$ cat src/hdl/pwsr_pkg.sv
`timescale 1ns / 1ps
// shared types, codes and constants of the pulse width sensor responder
package pwsr_pkg;

	// reply phases, also the phase code of a result
	typedef enum logic [2:0] {
		PH_IDLE = 3'd0,
		PH_INIT = 3'd1,
		PH_LEAD = 3'd2,
		PH_TEMP = 3'd3,
		PH_GAP  = 3'd4,
		PH_HUM  = 3'd5
	} phase_t;

	// request kinds
	localparam logic REQ_EDGE = 1'b0;
	localparam logic REQ_TICK = 1'b1;

	// configuration register indexes
	localparam int CFG_IDX_W = 1;
	localparam logic [CFG_IDX_W-1:0] CFG_TEMPERATURE = 1'd0;
	localparam logic [CFG_IDX_W-1:0] CFG_HUMIDITY    = 1'd1;
	localparam int CFG_DATA_W = 8;

	localparam logic [CFG_DATA_W-1:0] TEMP_RESET = 8'd23;
	localparam logic [CFG_DATA_W-1:0] HUM_RESET  = 8'd90;

	// thresholds in ns, largest is (15 + 255*10) * 1000 = 2565000
	localparam int THR_W = 22;
	typedef logic [THR_W-1:0] thr_ns_t;

	localparam thr_ns_t MIN_REQ_NS  = 22'd1000;
	localparam thr_ns_t GAP_NS      = 22'd10000;
	localparam thr_ns_t STEP_NS     = 22'd10000;
	localparam thr_ns_t TEMP_BASE_NS = 22'd10000;
	localparam thr_ns_t HUM_BASE_NS  = 22'd15000;

	typedef struct packed {
		thr_ns_t temp;
		thr_ns_t hum;
	} pulse_thr_t;

	// (10 + t*10) * 1000
	function automatic thr_ns_t temp_threshold(input logic [CFG_DATA_W-1:0] t);
		return THR_W'(t) * STEP_NS + TEMP_BASE_NS;
	endfunction

	// (15 + h*10) * 1000
	function automatic thr_ns_t hum_threshold(input logic [CFG_DATA_W-1:0] h);
		return THR_W'(h) * STEP_NS + HUM_BASE_NS;
	endfunction

endpackage

$ cat src/hdl/pwsr_if.sv
`timescale 1ns / 1ps
// request and response channel interfaces of the pulse width sensor responder
interface pwsr_in_if #(
	parameter int TIME_BITS = 48
);
	logic                 valid;
	logic                 ready;
	logic                 req_type;
	logic [TIME_BITS-1:0] now_ns;

	modport source (output valid, output req_type, output now_ns, input ready);
	modport sink   (input valid, input req_type, input now_ns, output ready);
endinterface

interface pwsr_out_if;
	logic       valid;
	logic       ready;
	logic       line_level;
	logic       init_rejected;
	logic [2:0] phase;

	modport source (output valid, output line_level, output init_rejected, output phase,
		input ready);
	modport sink   (input valid, input line_level, input init_rejected, input phase,
		output ready);
endinterface

$ cat src/hdl/pwsr_cfg.sv
`timescale 1ns / 1ps
// configuration registers, kept as pulse width thresholds in ns
module pwsr_cfg (
	input  logic                             clk,
	input  logic                             arst_n,
	input  logic                             wr_en,
	input  logic [pwsr_pkg::CFG_IDX_W-1:0]   wr_index,
	input  logic [pwsr_pkg::CFG_DATA_W-1:0]  wr_data,
	output pwsr_pkg::pulse_thr_t             thr
);

	pwsr_pkg::pulse_thr_t thr_q;

	always_ff @(posedge clk or negedge arst_n) begin
		if (!arst_n) begin
			thr_q.temp <= pwsr_pkg::temp_threshold(pwsr_pkg::TEMP_RESET);
			thr_q.hum  <= pwsr_pkg::hum_threshold(pwsr_pkg::HUM_RESET);
		end else if (wr_en) begin
			case (wr_index)
				pwsr_pkg::CFG_TEMPERATURE: thr_q.temp <= pwsr_pkg::temp_threshold(wr_data);
				pwsr_pkg::CFG_HUMIDITY:    thr_q.hum  <= pwsr_pkg::hum_threshold(wr_data);
				default: ;
			endcase
		end
	end

	assign thr = thr_q;

endmodule

$ cat src/hdl/pwsr_engine.sv
`timescale 1ns / 1ps
// input register, phase state machine and result register
module pwsr_engine #(
	parameter int TIME_BITS = 48
) (
	input  logic                  clk,
	input  logic                  arst_n,
	input  pwsr_pkg::pulse_thr_t  thr,
	pwsr_in_if.sink               req,
	pwsr_out_if.source            rsp
);

	// input stage
	logic                 valid_s1;
	logic                 req_type_s1;
	logic [TIME_BITS-1:0] now_s1;

	// state
	pwsr_pkg::phase_t     phase_q, phase_n;
	logic [TIME_BITS-1:0] start_q, start_n;
	logic                 level_q, level_n;
	logic                 rej_n;

	// result register
	logic       res_valid_q;
	logic       line_level_q;
	logic       rej_q;
	logic [2:0] phase_res_q;

	logic                 advance;
	logic [TIME_BITS-1:0] dt;
	logic [TIME_BITS-1:0] limit;
	logic                 over;

	assign advance   = valid_s1 && (!res_valid_q || rsp.ready);
	assign req.ready = !valid_s1 || advance;

	always_ff @(posedge clk or negedge arst_n) begin
		if (!arst_n) begin
			valid_s1 <= 1'b0;
		end else if (req.ready) begin
			valid_s1 <= req.valid;
		end
	end

	always_ff @(posedge clk) begin
		if (req.valid && req.ready) begin
			req_type_s1 <= req.req_type;
			now_s1      <= req.now_ns;
		end
	end

	// one start time serves both the request window and the reply phases
	assign dt = now_s1 - start_q;

	always_comb begin
		case (phase_q)
			pwsr_pkg::PH_INIT: limit = TIME_BITS'(pwsr_pkg::MIN_REQ_NS);
			pwsr_pkg::PH_TEMP: limit = TIME_BITS'(thr.temp);
			pwsr_pkg::PH_HUM:  limit = TIME_BITS'(thr.hum);
			default:           limit = TIME_BITS'(pwsr_pkg::GAP_NS);
		endcase
	end

	assign over = dt > limit;

	always_comb begin
		phase_n = phase_q;
		start_n = start_q;
		level_n = level_q;
		rej_n   = 1'b0;
		if (req_type_s1 == pwsr_pkg::REQ_EDGE) begin
			case (phase_q)
				pwsr_pkg::PH_IDLE: begin
					phase_n = pwsr_pkg::PH_INIT;
					start_n = now_s1;
				end
				pwsr_pkg::PH_INIT: begin
					if (over) begin
						phase_n = pwsr_pkg::PH_LEAD;
						start_n = now_s1;
					end else begin
						rej_n = 1'b1;
					end
				end
				default: ;
			endcase
		end else begin
			case (phase_q)
				pwsr_pkg::PH_LEAD: begin
					if (over) begin
						phase_n = pwsr_pkg::PH_TEMP;
						level_n = 1'b1;
						start_n = now_s1;
					end
				end
				pwsr_pkg::PH_TEMP: begin
					if (over) begin
						phase_n = pwsr_pkg::PH_GAP;
						level_n = 1'b0;
						start_n = now_s1;
					end
				end
				pwsr_pkg::PH_GAP: begin
					if (over) begin
						phase_n = pwsr_pkg::PH_HUM;
						level_n = 1'b1;
						start_n = now_s1;
					end
				end
				pwsr_pkg::PH_HUM: begin
					if (over) begin
						phase_n = pwsr_pkg::PH_IDLE;
						level_n = 1'b0;
					end
				end
				default: ;
			endcase
		end
	end

	always_ff @(posedge clk or negedge arst_n) begin
		if (!arst_n) begin
			phase_q <= pwsr_pkg::PH_IDLE;
			start_q <= '0;
			level_q <= 1'b0;
		end else if (advance) begin
			phase_q <= phase_n;
			start_q <= start_n;
			level_q <= level_n;
		end
	end

	always_ff @(posedge clk or negedge arst_n) begin
		if (!arst_n) begin
			res_valid_q <= 1'b0;
		end else if (advance) begin
			res_valid_q <= 1'b1;
		end else if (rsp.ready) begin
			res_valid_q <= 1'b0;
		end
	end

	always_ff @(posedge clk) begin
		if (advance) begin
			line_level_q <= level_n;
			rej_q        <= rej_n;
			phase_res_q  <= phase_n;
		end
	end

	assign rsp.valid         = res_valid_q;
	assign rsp.line_level    = line_level_q;
	assign rsp.init_rejected = rej_q;
	assign rsp.phase         = phase_res_q;

	// a rejected edge always leaves the block in init, waiting for the edge that closes the request
	a_rej_in_init: assert property (@(posedge clk) disable iff (!arst_n)
		res_valid_q && rej_q |-> phase_res_q == pwsr_pkg::PH_INIT)
		else $error("rejection reported outside init phase");

	// the line is driven high only during the two data pulses
	a_level_phase: assert property (@(posedge clk) disable iff (!arst_n)
		level_q |-> (phase_q == pwsr_pkg::PH_TEMP || phase_q == pwsr_pkg::PH_HUM))
		else $error("reply line high outside a data pulse");

	// state only moves when an item passes into the result register
	a_state_hold: assert property (@(posedge clk) disable iff (!arst_n)
		!advance |=> $stable(phase_q) && $stable(start_q) && $stable(level_q))
		else $error("state changed without a transaction");

	// every item that leaves the input stage shows up as a result
	a_result_follows: assert property (@(posedge clk) disable iff (!arst_n)
		advance |=> res_valid_q)
		else $error("processed item produced no result");

endmodule

$ cat src/hdl/pulse_width_sensor_responder_core.sv
`timescale 1ns / 1ps
// top level of the pulse width sensor responder
// a request passes two registers, the input register and the result register, before its response transaction
// throughput: one request transaction per cycle, sustained, as long as responses are taken
// the phase state updates once per request, so each request sees the state its predecessor left
// reset: arst_n sets idle, line low, start time zero, temperature 23 and humidity 90
module pulse_width_sensor_responder_core #(
	parameter int TIME_BITS = 48
) (
	input  logic                            clk,
	input  logic                            arst_n,
	// configuration write port, register 0 temperature, register 1 humidity
	input  logic                            wr_en,
	input  logic [pwsr_pkg::CFG_IDX_W-1:0]  wr_index,
	input  logic [pwsr_pkg::CFG_DATA_W-1:0] wr_data,
	// request channel: edge or tick with its timestamp
	pwsr_in_if.sink                         req,
	// response channel: line level, rejection flag and phase after each request
	pwsr_out_if.source                      rsp
);

	// pulse thresholds, kept in ns so the datapath only subtracts and compares
	pwsr_pkg::pulse_thr_t thr;

	// configuration registers, converted to thresholds when written
	pwsr_cfg u_cfg (
		.clk      (clk),
		.arst_n   (arst_n),
		.wr_en    (wr_en),
		.wr_index (wr_index),
		.wr_data  (wr_data),
		.thr      (thr)
	);

	// input register, one wraparound subtract and compare per request, result register
	pwsr_engine #(
		.TIME_BITS (TIME_BITS)
	) u_engine (
		.clk    (clk),
		.arst_n (arst_n),
		.thr    (thr),
		.req    (req),
		.rsp    (rsp)
	);

endmodule

$ cat src/flat_wrapper.sv
// flat-port wrapper written by rule: the top's interface ports become plain ports
module pulse_width_sensor_responder_core_flat 
#(
	parameter int TIME_BITS = 48
)
  (clk, arst_n, wr_en, wr_index, wr_data, req_valid, req_req_type, req_now_ns, req_ready, rsp_valid, rsp_line_level, rsp_init_rejected, rsp_phase, rsp_ready);
  pwsr_in_if #(.TIME_BITS(TIME_BITS)) req_i ();
  pwsr_out_if rsp_i ();
  input  logic clk;
  input  logic arst_n;
  input  logic wr_en;
  input  logic [pwsr_pkg::CFG_IDX_W-1:0] wr_index;
  input  logic [pwsr_pkg::CFG_DATA_W-1:0] wr_data;
  input wire logic [$bits(req_i.valid)-1:0] req_valid;
  input wire logic [$bits(req_i.req_type)-1:0] req_req_type;
  input wire logic [$bits(req_i.now_ns)-1:0] req_now_ns;
  output wire logic [$bits(req_i.ready)-1:0] req_ready;
  output wire logic [$bits(rsp_i.valid)-1:0] rsp_valid;
  output wire logic [$bits(rsp_i.line_level)-1:0] rsp_line_level;
  output wire logic [$bits(rsp_i.init_rejected)-1:0] rsp_init_rejected;
  output wire logic [$bits(rsp_i.phase)-1:0] rsp_phase;
  input wire logic [$bits(rsp_i.ready)-1:0] rsp_ready;
  assign req_i.valid = req_valid;
  assign req_i.req_type = req_req_type;
  assign req_i.now_ns = req_now_ns;
  assign req_ready = req_i.ready;
  assign rsp_valid = rsp_i.valid;
  assign rsp_line_level = rsp_i.line_level;
  assign rsp_init_rejected = rsp_i.init_rejected;
  assign rsp_phase = rsp_i.phase;
  assign rsp_i.ready = rsp_ready;
  pulse_width_sensor_responder_core #(.TIME_BITS(TIME_BITS)) u_core (.clk(clk), .arst_n(arst_n), .wr_en(wr_en), .wr_index(wr_index), .wr_data(wr_data), .req(req_i), .rsp(rsp_i));
endmodule
$ cat config.mk
export PLATFORM = sky130hd
export DESIGN_NAME = pulse_width_sensor_responder_core_flat
export DESIGN_NICKNAME = d
export VERILOG_FILES = /design/src/hdl/pwsr_pkg.sv /design/src/hdl/pwsr_if.sv /design/src/hdl/pwsr_cfg.sv /design/src/hdl/pwsr_engine.sv /design/src/hdl/pulse_width_sensor_responder_core.sv /design/src/flat_wrapper.sv
export SDC_FILE = /design/constraint.sdc
export NUM_CORES = 1
export LEC_CHECK = 0
export ABC_AREA = 1
export BUFFER_PORTS_ARGS = -buffer_cell sky130_fd_sc_hd__buf_4
export CORE_UTILIZATION = 35
export CTS_CLUSTER_DIAMETER = 200
export CTS_CLUSTER_SIZE = 20
export DETAILED_ROUTE_END_ITERATION = 8
export HOLD_SLACK_MARGIN = 0.06
export PLACE_DENSITY = 0.62
export SYNTH_ARGS = -nofsm -noshare
export SYNTH_HDL_FRONTEND = slang
export SYNTH_SLANG_ARGS = --single-unit
$ cat constraint.sdc
create_clock -name clk -period 9 [get_ports clk]
set_input_delay 0.9 -clock clk [delete_from_list [all_inputs] [get_ports clk]]
set_output_delay 0.9 -clock clk [all_outputs]
set_load 0.01 [all_outputs]
==> impl_metrics.tcl <==
set metrics [dict create \
    synth-seq-cells 144 \
    cp-start-kind "flop" \
    multi_input_area_um2 6720 \
    critPathKind "reg -> reg" \
    ys_async_sr_fraction 0.625 \
    ys.warnings.count 0 \
    cts.repair.resized 0 \
    internal_power_w 0.00225 \
    fmax_ghz 0.198 \
    hp-class "in -> async" \
    synth.top_cell.area_share 0.172 \
    dieArea_um2 35100 \
    postSynthCellCount 1740 \
    ios 70 \
    rows 67 \
    vias_per_cell 4.90 \
    p_sw_w 0.00224 \
    core_area_um2 33600 \
    area_growth_pct 13.1 \
    ys_seq_area_frac 0.324 \
    grt_pass1_wl_um 54500 \
    stdcell_count 2270 \
    die_height_um 187 \
    wl_um 33200 \
    fin_util 0.404 \
    firstDrtPassIters 6 \
    p_leak_nw 7.20 \
    power_frac_clock 0.160 \
    numCtsBuffers 17 \
    p_sw_frac 0.499 \
    antenna_left 0 \
    hpwl_um 26500 \
    comb_power_share 0.612 \
    power_frac_seq 0.229 \
    via_count 11100 \
    synth_edf_count 54 \
    clockRootBuffer "clkbuf_16" \
    ys_types 48 \
    yosysTopAreaCell "nand2_1" \
    drt_iter0_drc 717 \
    yosysMostFrequentCell "nand2_1" \
    seq_area_um2 3900 \
    synth-main-ff-cell "dfrtp_1" \
    cp_data_arrival_time_ns 5.35 \
    synth_common_cells "nand2_1 (551), inv_1 (334), nor2_1 (135)" \
    vdd.ir_drop.worst_uv 117 \
    h-tree-depth 4 \
    max_slew.worst_pin.slew_ns 1.28 \
    cts_hold_buf 0 \
    drc 0 \
    grt-ovfl-total 0 \
    min_period_over_period 0.562 \
    tritoncts "yes" \
    finalHoldViolCount 0 \
    fin_nets 1991 \
    fillCellCount 3523 \
    cp_max_fo 49 \
    synthTopCellsByArea "nand2_1 (17%), dfrtp_1 (15%), edfxtp_1 (14%)" \
    num_antenna_cells 0 \
    p_per_area_nw_per_um2 330 \
    cp-end-kind "flop" \
    rsz0062_at_grt "no" \
    grt_pass1_vias 11000 \
    setup_viol 0 \
    skew_ns 0.0105 \
    slew_headroom 0.141 \
    setup_tns_ns 0 \
    path_clk_slew_ns 0.07 \
    initial_core_util 0.357 \
    drv_slew 0 \
    syn_area_per_cell_um2 6.90 \
    grt_use_total 0.194 \
    place_congestion 0.972 \
    status "completed" \
    dp_cells 2238 \
    synth_fp_nets 1922 \
    grt_max_degree 56 \
    period_minus_slack_ns 5.06 \
    antenna_found_initial 0 \
    cts.sink_count 144 \
    cp.required_ns 9.29 \
    drive_gt1_frac 0.0950 \
    postCtsSetupBuffers 0 \
    worst_skew_pair.late_latency_ns 0.43 \
    max_cap_viol_count 0 \
    clock_path_buffers 2 \
    routedWlPerCell_um 14.6 \
    die_w_um 187 \
    port_buffers 69 \
    syn_area_um2 12000 \
]
cells in the final DEF (no fill, tap or decap), types with 7 or more instances in the layout:
cell type	instances
edfxtp_1	54
nand2_1	551
buf_4	71
inv_2	7
nand2_2	18
nand3_1	121
ha_1	106
nand4_1	28
a22o_1	8
nor2_2	11
clkbuf_16	17
inv_1	333
nor3_1	17
xor2_1	27
xnor2_1	15
o21ai_0	61
a21oi_1	68
nor2_1	135
fa_1	13
dfstp_2	18
dfrtp_1	72
final cells by class:
cell class / count / share of cell area
well taps: 448 / 0.0413
flip-flops and latches: 144 / 0.287
inverters: 344 / 0.0951
clock buffers: 18 / 0.0323
multi-input cells: 1231 / 0.495
repair buffers: 71 / 0.0392
clock inverters: 14 / 0.0103
power groups by stage:
stage	logic (W)	clock network (W)	registers, W
2_1_floorplan	0.00202	0	0.00100
3_3_place_gp	0.00267	0	0.00103
3_5_place_dp	0.00271	0	0.00103
4_1_cts	0.00273	0.000729	0.00102
5_1_grt	0.00311	0.000756	0.00105
6_report	0.00274	0.000715	0.00102
through the flow:
| stage | hold slack, ns | total power [W] | setup WS [ns] | area [um2] |
|---|---|---|---|---|
| 2_1_floorplan | 0.442 | 0.00302 | 4.37 | 12000 |
| 3_3_place_gp | 0.454 | 0.00370 | 4.01 | 13000 |
| 3_5_place_dp | 0.458 | 0.00375 | 3.92 | 13000 |
| 4_1_cts | 0.437 | 0.00449 | 3.95 | 13600 |
| 5_1_grt | 0.466 | 0.00491 | 3.48 | 13600 |
| 6_report | 0.423 | 0.00448 | 3.94 | 13600 |
cell families (layout without fill, tap and decap cells):
| family | count (synthesis) | in the layout | share of synthesized area |
|---|---|---|---|
| adder cells (fa/ha/maj) | 119 | 119 | 0.132 |
| flip-flops | 144 | 144 | 0.324 |
| buffers and inverters | 365 | 447 | 0.116 |
| XOR/XNOR | 42 | 42 | 0.0306 |
| AND/OR/NAND/NOR | 900 | 900 | 0.315 |
| AO/OA/AOI/OAI | 170 | 170 | 0.0816 |
flip-flops by register name, indices dropped and copies added, names as in the netlist:
| name | count |
|---|---|
| u_core.u_engine.req_type_s1 | 1 |
| u_core.u_engine.rsp.valid | 1 |
| u_core.u_engine.rsp.line_level | 1 |
| u_core.u_engine.level_q | 1 |
| u_core.u_engine.rsp.init_rejected | 1 |
| u_core.u_engine.now_s1 | 48 |
| u_core.u_engine.phase_q | 3 |
| u_core.u_engine.valid_s1 | 1 |
| u_core.u_engine.rsp.phase | 3 |
| u_core.u_engine.start_q | 48 |
| u_core.u_cfg.thr | 36 |
layer usage:
layer	vias up	GRT usage	wire length, um
met1	5153	0.235	14500
li1	5618	-	-
met3	54	0.0289	1720
met4	0	0.0665	810
met5	-	0	0
met2	296	0.346	16100
final timing paths:
check | start | slack, ns | cells past startpoint | to
worst min-delay path | arst_n | 0.42 | 1 | u_core.u_engine.start_q[23]
worst max-delay path | u_core.u_engine.phase_q[1] | 3.94 | 20 | u_core.u_engine.start_q[1]
worst min register to register | u_core.u_engine.start_q[4] | 0.47 | 2 | u_core.u_engine.start_q[4]
worst max register to register | u_core.u_engine.phase_q[1] | 3.94 | 20 | u_core.u_engine.start_q[1]
min in group clk | u_core.u_engine.start_q[4] | 0.47 | 2 | u_core.u_engine.start_q[4]
max in group asynchronous | arst_n | 7.48 | 2 | u_core.u_cfg.thr[31]
worst max-delay path, stage by stage (launching register included):
cell	delay [ns]
dfrtp_1	0.50
nor2_1	0.23
inv_1	0.06
nor2_1	0.96
inv_1	0.16
nor2_1	0.13
a2111oi_0	0.09
ha_1	0.36
nand4_1	0.09
nor3_1	0.25
nand2_1	0.09
nor3_1	0.15
a21oi_1	0.07
nor2_1	0.11
nand2_1	0.05
nor2_1	0.17
nand4_1	0.17
nor2_4	0.14
nand2_4	0.32
nand2_4	0.60
o21ai_0	0.16
Power figures use the tool's default switching activity.
